--- src/fpba_pkg.sv ---
package fpba_pkg;

	localparam int IDX_W       = 4;
	localparam int SIZE_W      = 16;
	localparam int MODE_W      = 2;
	localparam int BCOUNT_W    = 5;
	localparam int CFG_IDX_W   = 1;
	localparam int CFG_DATA_W  = 5;
	localparam int IN_TDATA_W  = 24;
	localparam int OUT_TDATA_W = 40;

	localparam logic [MODE_W-1:0] MODE_FIRST = 2'd0;
	localparam logic [MODE_W-1:0] MODE_BEST  = 2'd1;
	localparam logic [MODE_W-1:0] MODE_WORST = 2'd2;

	localparam logic OP_LOAD  = 1'b0;
	localparam logic OP_ALLOC = 1'b1;

	localparam logic [CFG_IDX_W-1:0] CFG_FIT_MODE    = 1'd0;
	localparam logic [CFG_IDX_W-1:0] CFG_BLOCK_COUNT = 1'd1;

	localparam logic [BCOUNT_W-1:0] BLOCK_COUNT_RST = 5'd16;

	typedef struct packed {
		logic load;
		logic start;
		logic issue;
		logic finish;
	} fpba_cmd_t;

	typedef struct packed {
		logic scan_done;
		logic inflight;
		logic out_free;
	} fpba_stat_t;

endpackage

--- src/fpba_ram.sv ---
module fpba_ram import fpba_pkg::*; #(
	parameter int WIDTH = 16,
	parameter int DEPTH = 16
) (
	input  logic                                  clk,
	input  logic                                  we,
	input  logic [(DEPTH > 1 ? $clog2(DEPTH) : 1)-1:0] waddr,
	input  logic [WIDTH-1:0]                      wdata,
	input  logic [(DEPTH > 1 ? $clog2(DEPTH) : 1)-1:0] raddr,
	output logic [WIDTH-1:0]                      rdata
);

	logic [WIDTH-1:0] mem_q [DEPTH];

	always_ff @(posedge clk) begin
		if (we) begin
			mem_q[waddr] <= wdata;
		end
		rdata <= mem_q[raddr];
	end

endmodule

--- src/fpba_ctrl.sv ---
module fpba_ctrl import fpba_pkg::*; (
	input  logic       clk,
	input  logic       arst_n,
	input  logic       s_tvalid,
	input  logic       s_op,
	output logic       s_tready,
	input  fpba_stat_t stat,
	output fpba_cmd_t  cmd
);

	typedef enum logic [2:0] {
		ST_IDLE   = 3'b001,
		ST_SCAN   = 3'b010,
		ST_FINISH = 3'b100
	} state_t;

	state_t state_q, state_d;

	always_comb begin
		state_d    = state_q;
		s_tready   = 1'b0;
		cmd        = '0;
		case (state_q)
			ST_IDLE: begin
				s_tready = 1'b1;
				if (s_tvalid) begin
					if (s_op == OP_ALLOC) begin
						cmd.start = 1'b1;
						state_d   = ST_SCAN;
					end else begin
						cmd.load = 1'b1;
					end
				end
			end
			ST_SCAN: begin
				cmd.issue = !stat.scan_done;
				if (stat.scan_done && !stat.inflight) begin
					state_d = ST_FINISH;
				end
			end
			ST_FINISH: begin
				if (stat.out_free) begin
					cmd.finish = 1'b1;
					state_d    = ST_IDLE;
				end
			end
			default: begin
				state_d = ST_IDLE;
			end
		endcase
	end

	always_ff @(posedge clk or negedge arst_n) begin
		if (!arst_n) begin
			state_q <= ST_IDLE;
		end else begin
			state_q <= state_d;
		end
	end

	a_start_scans: assert property (@(posedge clk) disable iff (!arst_n)
		cmd.start |=> state_q == ST_SCAN)
		else $error("allocate did not enter scan");

endmodule

--- src/fpba_dp.sv ---
module fpba_dp import fpba_pkg::*; #(
	parameter int NUM_BLOCKS = 16,
	parameter int SIZE_BITS  = 16
) (
	input  logic                  clk,
	input  logic                  arst_n,
	input  logic                  cfg_we,
	input  logic [CFG_IDX_W-1:0]  cfg_index,
	input  logic [CFG_DATA_W-1:0] cfg_data,
	input  logic [IDX_W-1:0]      in_index,
	input  logic [SIZE_W-1:0]     in_size,
	input  fpba_cmd_t             cmd,
	output fpba_stat_t            stat,
	input  logic                  m_tready,
	output logic                  m_tvalid,
	output logic                  out_granted,
	output logic [IDX_W-1:0]      out_index,
	output logic [SIZE_W-1:0]     out_before,
	output logic [SIZE_W-1:0]     out_after
);

	localparam int AW = (NUM_BLOCKS > 1) ? $clog2(NUM_BLOCKS) : 1;
	localparam int CW = $clog2(NUM_BLOCKS + 1);

	logic [MODE_W-1:0]    fit_mode_q;
	logic [BCOUNT_W-1:0]  block_count_q;
	logic [SIZE_BITS-1:0] req_size_q;
	logic [CW-1:0]        cnt_q;
	logic [CW-1:0]        limit;
	logic                 rd_vld_s1;
	logic [AW-1:0]        rd_idx_s1;
	logic                 ent_vld_s1;
	logic [NUM_BLOCKS-1:0] valid_q;
	logic [SIZE_BITS-1:0] best_val_q;
	logic [AW-1:0]        best_idx_q;
	logic                 found_q;
	logic [SIZE_BITS-1:0] rd_data;
	logic [SIZE_BITS-1:0] ent_val;
	logic                 take;
	logic                 grant;
	logic [SIZE_BITS-1:0] after_val;
	logic                 load_ok;
	logic                 ram_we;
	logic [AW-1:0]        ram_waddr;
	logic [SIZE_BITS-1:0] ram_wdata;
	logic                 m_valid_q;
	logic                 m_granted_q;
	logic [IDX_W-1:0]     m_idx_q;
	logic [SIZE_W-1:0]    m_before_q;
	logic [SIZE_W-1:0]    m_after_q;

	always_ff @(posedge clk or negedge arst_n) begin
		if (!arst_n) begin
			fit_mode_q    <= MODE_FIRST;
			block_count_q <= BLOCK_COUNT_RST;
		end else if (cfg_we) begin
			case (cfg_index)
				CFG_FIT_MODE:    fit_mode_q    <= cfg_data[MODE_W-1:0];
				CFG_BLOCK_COUNT: block_count_q <= cfg_data[BCOUNT_W-1:0];
				default: begin
				end
			endcase
		end
	end

	assign limit = (32'(block_count_q) > NUM_BLOCKS) ? CW'(NUM_BLOCKS) : CW'(block_count_q);

	assign ent_val = ent_vld_s1 ? rd_data : '0;

	always_comb begin
		case (fit_mode_q)
			MODE_WORST: take = !found_q || (ent_val > best_val_q);
			MODE_BEST:  take = (ent_val >= req_size_q) && (!found_q || ent_val < best_val_q);
			default:    take = (ent_val >= req_size_q) && !found_q;
		endcase
	end

	assign grant     = found_q && (best_val_q >= req_size_q);
	assign after_val = best_val_q - req_size_q;
	assign load_ok   = 32'(in_index) < NUM_BLOCKS;

	always_comb begin
		ram_we    = 1'b0;
		ram_waddr = AW'(in_index);
		ram_wdata = SIZE_BITS'(in_size);
		if (cmd.load && load_ok) begin
			ram_we = 1'b1;
		end else if (cmd.finish && grant) begin
			ram_we    = 1'b1;
			ram_waddr = best_idx_q;
			ram_wdata = after_val;
		end
	end

	fpba_ram #(
		.WIDTH (SIZE_BITS),
		.DEPTH (NUM_BLOCKS)
	) u_table (
		.clk   (clk),
		.we    (ram_we),
		.waddr (ram_waddr),
		.wdata (ram_wdata),
		.raddr (cnt_q[AW-1:0]),
		.rdata (rd_data)
	);

	always_ff @(posedge clk or negedge arst_n) begin
		if (!arst_n) begin
			valid_q   <= '0;
			rd_vld_s1 <= 1'b0;
			found_q   <= 1'b0;
			cnt_q     <= '0;
		end else begin
			if (ram_we) begin
				valid_q[ram_waddr] <= 1'b1;
			end
			rd_vld_s1 <= cmd.issue;
			if (cmd.start) begin
				cnt_q   <= '0;
				found_q <= 1'b0;
			end else begin
				if (cmd.issue) begin
					cnt_q <= cnt_q + CW'(1);
				end
				if (rd_vld_s1 && take) begin
					found_q <= 1'b1;
				end
			end
		end
	end

	always_ff @(posedge clk) begin
		if (cmd.start) begin
			req_size_q <= SIZE_BITS'(in_size);
		end
		rd_idx_s1  <= cnt_q[AW-1:0];
		ent_vld_s1 <= valid_q[cnt_q[AW-1:0]];
		if (rd_vld_s1 && take) begin
			best_val_q <= ent_val;
			best_idx_q <= rd_idx_s1;
		end
	end

	always_ff @(posedge clk or negedge arst_n) begin
		if (!arst_n) begin
			m_valid_q <= 1'b0;
		end else if (cmd.finish) begin
			m_valid_q <= 1'b1;
		end else if (m_tready) begin
			m_valid_q <= 1'b0;
		end
	end

	always_ff @(posedge clk) begin
		if (cmd.finish) begin
			m_granted_q <= grant;
			m_idx_q     <= grant ? IDX_W'(best_idx_q) : '0;
			m_before_q  <= grant ? SIZE_W'(best_val_q) : '0;
			m_after_q   <= grant ? SIZE_W'(after_val) : '0;
		end
	end

	assign stat.scan_done = (cnt_q == limit);
	assign stat.inflight  = rd_vld_s1;
	assign stat.out_free  = !m_valid_q || m_tready;

	assign m_tvalid    = m_valid_q;
	assign out_granted = m_granted_q;
	assign out_index   = m_idx_q;
	assign out_before  = m_before_q;
	assign out_after   = m_after_q;

	a_finish_out_free: assert property (@(posedge clk) disable iff (!arst_n)
		cmd.finish |-> (!m_valid_q || m_tready))
		else $error("result overwritten while stalled");

	a_issue_in_range: assert property (@(posedge clk) disable iff (!arst_n)
		cmd.issue |-> (cnt_q != limit))
		else $error("read issued beyond search limit");

	a_finish_drained: assert property (@(posedge clk) disable iff (!arst_n)
		cmd.finish |-> !rd_vld_s1)
		else $error("result taken with a read in flight");

	a_refused_zero: assert property (@(posedge clk) disable iff (!arst_n)
		(m_valid_q && !m_granted_q) |-> (m_idx_q == '0 && m_before_q == '0 && m_after_q == '0))
		else $error("refused request carries nonzero fields");

endmodule

--- src/fit_policy_block_allocator.sv ---
// Fit-policy block allocator.
// The input stream carries one request per beat: s_tuser is the operation (load or
// allocate), s_tdata holds the block index and the size. A load writes one entry of
// the free-size table; it produces no result. An allocate scans the first block_count
// entries (capped at NUM_BLOCKS), one table read per cycle from a memory with separate
// read and write ports, and picks a block by fit_mode (first, best or worst fit; the
// unused code acts as first fit). An allocate occupies the block while it is accepted,
// reads each entry, waits for the last read to return, closes the scan and writes back.
// The result is loaded into the output register together with the write-back and stays
// until taken. While a result waits, new loads and allocates are accepted; an allocate
// only stalls at write-back until the output register is free. Configuration writes
// through cfg_we, cfg_index and cfg_data take effect at once and must be made while
// idle. Reset marks every table entry invalid (each reads as zero until written), sets
// first fit and a block count of 16, and empties the output register.
module fit_policy_block_allocator import fpba_pkg::*; #(
	parameter int NUM_BLOCKS = 16,
	parameter int SIZE_BITS  = 16
) (
	input  logic                   clk,
	input  logic                   arst_n,
	input  logic                   cfg_we,
	input  logic [CFG_IDX_W-1:0]   cfg_index,
	input  logic [CFG_DATA_W-1:0]  cfg_data,
	input  logic                   s_tvalid,
	output logic                   s_tready,
	input  logic [IN_TDATA_W-1:0]  s_tdata,   // block_index[3:0], size_value[19:4], zeros
	input  logic                   s_tuser,   // operation
	output logic                   m_tvalid,
	input  logic                   m_tready,
	output logic [OUT_TDATA_W-1:0] m_tdata,   // chosen_index[3:0], size_before[19:4],
	                                          // size_after[35:20], zeros
	output logic                   m_tuser    // granted
);

	fpba_cmd_t         cmd;
	fpba_stat_t        stat;
	logic [IDX_W-1:0]  out_index;
	logic [SIZE_W-1:0] out_before;
	logic [SIZE_W-1:0] out_after;

	fpba_ctrl u_ctrl (
		.clk      (clk),
		.arst_n   (arst_n),
		.s_tvalid (s_tvalid),
		.s_op     (s_tuser),
		.s_tready (s_tready),
		.stat     (stat),
		.cmd      (cmd)
	);

	fpba_dp #(
		.NUM_BLOCKS (NUM_BLOCKS),
		.SIZE_BITS  (SIZE_BITS)
	) u_dp (
		.clk         (clk),
		.arst_n      (arst_n),
		.cfg_we      (cfg_we),
		.cfg_index   (cfg_index),
		.cfg_data    (cfg_data),
		.in_index    (s_tdata[IDX_W-1:0]),
		.in_size     (s_tdata[IDX_W+SIZE_W-1:IDX_W]),
		.cmd         (cmd),
		.stat        (stat),
		.m_tready    (m_tready),
		.m_tvalid    (m_tvalid),
		.out_granted (m_tuser),
		.out_index   (out_index),
		.out_before  (out_before),
		.out_after   (out_after)
	);

	assign m_tdata = {4'b0, out_after, out_before, out_index};

endmodule

--- config.mk ---
export PLATFORM = sky130hd
export DESIGN_NAME = fit_policy_block_allocator
export DESIGN_NICKNAME = d
export VERILOG_FILES = /design/src/fpba_pkg.sv /design/src/fpba_ram.sv /design/src/fpba_ctrl.sv /design/src/fpba_dp.sv /design/src/fit_policy_block_allocator.sv
export SDC_FILE = /design/constraint.sdc
export NUM_CORES = 1
export LEC_CHECK = 0
export ABC_CLOCK_PERIOD_IN_PS = 6810
export BUFFER_PORTS_ARGS = -buffer_cell sky130_fd_sc_hd__clkbuf_2
export CAP_MARGIN = 30
export CORE_ASPECT_RATIO = 0.9
export CORE_MARGIN = 3
export CORE_UTILIZATION = 30
export DETAILED_ROUTE_END_ITERATION = 10
export PLACE_DENSITY = 0.44
export SYNTH_ARGS = -nofsm -noshare
export SYNTH_HDL_FRONTEND = slang
export SYNTH_SLANG_ARGS = --single-unit
--- constraint.sdc ---
create_clock -name clk -period 6.81 [get_ports clk]
set_input_delay 1.0215 -clock clk [delete_from_list [all_inputs] [get_ports clk]]
set_output_delay 1.0215 -clock clk [all_outputs]
set_load 0.01 [all_outputs]
# == Word-level counts from Yosys, hierarchy flattened ==
# Memory sizes are Yosys's and may differ from the RTL's. A register that Yosys moved wholly into a read port is not among the register bits.
# Cells that the tools add are included.
# word_totals
in_bits,36
wordCells,94
ramBits,256
ff_bits,112
output_inout_bits,43
memories,1
# memory_table
memory,words,width,rd,rd_clocked_by_memory_dff,wr,line,rtl
u_dp.u_table.mem_q,16,16,1,1,1,fpba_ram.sv:13,logic [WIDTH-1:0] mem_q [DEPTH];
# classes
bitwise_logic,2
n_lt_le_gt_ge,8
n_reduce_logical,20
mux,34
n_eq_ne,10
add_sub_neg,2
# op_table
cell,n
2-to-1 mux 16 bit,3
greater-or-equal comparator 16 bit,2
> comparator 16 bit,1
less-than comparator 16 bit,1
2-to-1 mux 1 bit,16
bitwise OR 16 bit,1
subtractor 16 bit,1
2-to-1 mux 5 bit,3
2-to-1 mux 3 bit,4
"less-than comparator 4 x 5 -> 1 bit, second input constant",2
one-hot mux 3 bit (3 select lines),1
2-to-1 mux 4 bit,2
logical AND 1 bit,7
"inequality test 2 bit, second input constant",3
nonzero test 2 bit,3
"adder 5 x 1 -> 5 bit, second input constant",1
== test 5 bit,1
"> comparator 5 bit, second input constant",1
binary-select mux 1 bit (select 4 bit),1
demux 1 bit (select 4 bit),1
"greater-or-equal comparator 4 x 1 -> 1 bit, second input constant",1
zero test 1 bit,4
2-to-1 mux 2 bit,2
AND reduction 2 bit,2
other kinds (10),12

# == Logic depth before layout (Yosys ltp) ==
# logic_depth
ltp_word,12
mapped_depth,11
ltp_nobuf,10

# == Cells and area by module ==
# A second synthesis with hierarchy kept.
# unflattened
hier_cells,993
area_unflattened_um2,16278.1
# by_module_without_submodules
mod,cells_each,seq_area_each_um2,area_per_inst_um2,n_inst
fpba_ram,432,8007.7,10042.1,1
fpba_dp,539,3069.2,6013.3,1
fpba_ctrl,17,76.3,188.9,1
fit_policy_block_allocator,5,0.0,33.8,1

# == Worst setup path before layout ==
# Ideal clock, no wire load.
# synth_timing
kind,in2reg
from,input m_tready
to,memory u_dp.u_table.mem_q[0][0] (enable)
required_ns,6.375
path_stages,7
t_arrival_ns,4.634
path_slack_ns,1.740
n_path_buf,1
setup_ns,0.435
cell_sequence,nor2b_1 > nor2_2 > and3_1 > a32oi_1 > and2_4 > buf_2 > o41ai_1
# synth_rtl
element,line,rtl
from (decl),fit_policy_block_allocator.sv:29,"input logic m_tready,"
to (decl),fpba_ram.sv:13,

# == Final worst setup path ==
# layout_timing
from,register u_dp.best_val_q[0]
to,memory u_dp.u_table.mem_q[7][13] (enable)
# layout_via
elab_chain_len,7
word_cells_on_any_way,9
cone_classes,1 x order compare; 6 x mux; 2 x reduce/logical
# layout_rtl
element,line,rtl
from (decl),fpba_dp.sv:34,logic [SIZE_BITS-1:0] best_val_q;
from (signal assigned),fpba_dp.sv:139,best_val_q <= ent_val;
greater-or-equal comparator 16 bit *,fpba_dp.sv:78,assign grant = found_q && (best_val_q >= req_size_q);
logical AND 1 bit *,fpba_dp.sv:78,
logical AND 1 bit *,fpba_dp.sv:88,end else if (cmd.finish && grant) begin
2-to-1 mux 1 bit,fpba_dp.sv:88,
2-to-1 mux 1 bit,fpba_dp.sv:86,if (cmd.load && load_ok) begin
2-to-1 mux 1 bit,fpba_ram.sv:16,if (we) begin
2-to-1 mux 1 bit (not written as such),fpba_ram.sv:17,mem_q[waddr] <= wdata;
# Mark *: on every way between the ends. The rest lies on a longest branch, timed or not.

==> results.ini <==
[power]
leakage_uw=0.006671
max-vdd-ir-drop_uv=155.3
total_power_uw=5963
pwr_density_cell_mw_per_mm2=308.7

[setup_path]
cp.required_ns=7.06
crit_buf_inv=3
crit_top_cell=buf_4
r2r-start=u_dp.best_val_q[0]$_DFFE_PP_
slowest_delay_ns=0.70
cpLargestDelayFamily=compound AO/OA/AOI/OAI gates
crit_start=u_dp.best_val_q[0]$_DFFE_PP_
path_cells=inv_1 > ha_1 > fa_1 > nand2b_1 > a21o_1 > a21oi_1 > o2111ai_1 > and2_4 > buf_4 > o31ai_4 > buf_4
path_class=register to register
crit_path_end_kind=register
start_kind=register
cp_slowest_cell=o31ai_4
cp_max_fo=38
arrival_ns=4.23

[die]
start_util_pct=30.61
row_count=80
fp.dieH_um=227.5
die_area_sq_mm=0.05738
die_w_um=252.2
ios=79
core_area_sq_mm=0.05345

[cts]
clk_latency_ns=0.57
cts_setup_buffers=0
cts_htree_levels=2
cts_resized=0
tritoncts=done
cts.path.max_buffers=3
ctsHoldBuffers=0
cts_num_sinks=384
numCtsBuffers=44
clkTransAtPathRegs_ns=0.06
cts_root_buf=clkbuf_16

[drt]
dr.pass1.iters=5
route.detailed.drc=0
ant_nets=0
vias_per_cell=4.871
num_vias=8763
wire_per_inst_um=22.02
routed_wl_mm=39.62
drt_iter0_drc=577

[timing]
clock_skew_ns=0.01123
hold_viol=0
rsz0062_at_grt=false
fin_crit_sh_pct=58.34
drv_slew=0
holdWs_ns=0.4056
setup_viol_count_final=0
fin_crit_ns=3.973
maxSlewHeadroom_pct=39.36
max_freq_mhz=251.7
setup_tns_ns=0
worst_pin_slew_ns=0.9096

[finish]
fill_cells=5074
fin_nets=1151
fin_util_pct=36.14
syn_to_final_growth_pct=18.06
final_cell_area_sq_mm=0.01931
drive_gt1_share_pct=27.88

[yosys]
ys.flop_type=edfxtp_1
postSynthAreaPerCell_sq_um=16.97
synth_area_leader_cell=edfxtp_1
synth_common_cells=edfxtp_1 (329), mux4_2 (85), ha_1 (49)
syn_inst=964
yosys_warnings=0
synth-async-reset-ratio_pct=8.854
synth_edf_count=329
yosysUniqueCellTypes=67
yosysTopAreaCellShare_pct=60.39
yosysMostFrequentCell=edfxtp_1
seq_area_frac_synth_pct=68.17
syn-cell-area_sq_mm=0.01636
synth_area_leaders=edfxtp_1 (60%), mux4_2 (12%), dfrtp_1 (4.9%)
ys_ff_latch=384

[global_route]
antenna_found_initial=0
grt.total_usage_pct=13.98
overflow=0
grt_pass1_vias=9102
grt_start_max_net_pins=41
grt_pass1_wl_mm=59.43

[hold_path]
hold_path_class=input port to asynchronous set/reset pin

[status]
outcome=complete, no violations

[run]
maxCapViolCount=0

[place]
placed_area_sq_mm=0.01780
gp_congestion=0.7925
port-buffer-count=70
dp.final_hpwl_mm=25.65

[final timing paths]
kind	endpoint	slack (ns)	depth (start not counted)
worst max-delay path	u_dp.u_table.mem_q[7][13]$_DFFE_PP_	2.84	11
worst min-delay path	u_ctrl.state_q[1]$_DFFE_PN0P_	0.41	2
worst max register to register	u_dp.u_table.mem_q[7][13]$_DFFE_PP_	2.84	11
worst min register to register	u_dp.best_idx_q[2]$_DFFE_PP_	0.41	0
max in group asynchronous	u_dp.block_count_q[4]$_DFFE_PN1P_	6.14	2
min in group clk	u_dp.best_idx_q[2]$_DFFE_PP_	0.41	0
[area by class of cell]
class	count	area [sq um]	share of cell area [%]
repair buffers	100	611.8	3.168
diodes	1	2.502	0.01296
well taps	697	872.1	4.515
inverters	43	161.4	0.8357
multi-input cells	492	5034	26.06
clock inverters	26	257.7	1.334
clock buffers	56	1217	6.303
flip-flops and latches	384	11160	57.77
[kinds of logic after synthesis]
kind of cell | count (synthesis) | synth area share [%]
other | 1 | 0.02292
multiplexers | 110 | 13.40
adder cells (fa/ha/maj) | 50 | 3.870
AO/OA/AOI/OAI | 136 | 5.606
XOR/XNOR | 16 | 0.8565
buffers and inverters | 91 | 2.386
AND/OR/NAND/NOR | 176 | 5.690
flip-flops | 384 | 68.17
[stage by stage]
| step | instances | worst slack (ns) |
|---|---|---|
| after detailed placement | 1714 | 2.636 |
| final | 1799 | 2.837 |
| after global placement | 1711 | 2.586 |
| after CTS | 1796 | 2.820 |
| after floorplan | 967 | 1.740 |
| after global routing | 1798 | 2.667 |
[power breakdown]
| group | total [uW] | internal, uW | leakage (uW) | switching (uW) |
|---|---|---|---|---|
| registers | 2770 | 2660 | 0.00356 | 110 |
| logic | 820 | 414 | 0.00239 | 406 |
| clock network | 2370 | 1400 | 0.000721 | 977 |
[state kept, by name, summed over array words and instances, names as in the netlist, 5 cells and up]
| signal | flops |
|---|---|
| u_dp.req_size_q | 16 |
| u_dp.out_after | 16 |
| u_dp.valid_q | 16 |
| u_dp.out_before | 16 |
| u_dp.cnt_q | 5 |
| u_dp.u_table.mem_q | 256 |
| u_dp.block_count_q | 5 |
| u_dp.best_val_q | 16 |
| u_dp.u_table.rdata | 16 |
[routing by layer]
metal | vias to the layer above | part of all wire (%) | track usage, %
li1 | 4019 | - | -
met1 | 4551 | 47 | 19.60
met2 | 139 | 47 | 22.55
met3 | 54 | 3.1 | 2.102
met4 | 0 | 2.5 | 4.483
met5 | - | 0 | 0
[cells in the final DEF, fill, tap and decap left out, types with 6 or more instances in the layout]
cell type  synthesis  final
mux4_2            85     85
ha_1              49     49
edfxtp_1         329    329
o21ai_0           17     16
nand2b_1          10     10
nor2_1            36     36
dfrtp_1           32     30
xnor2_1           11     11
clkinv_2           0      7
nor2b_1           10     10
mux2_2            22     22
buf_4              4     26
o31ai_1           23     11
a21oi_1           39     39
a21o_1            10     10
inv_1             43     43
clkbuf_1          21      6
clkbuf_2           0     70
clkbuf_16          0     45
o31ai_4            0     12
nand2_1           34     34
nor3_1             7      6
nand3_1            9      9
and2_1            34     34
nand4_1           10     10
dfxtp_1           21     21
Power figures use the tool's default switching activity.
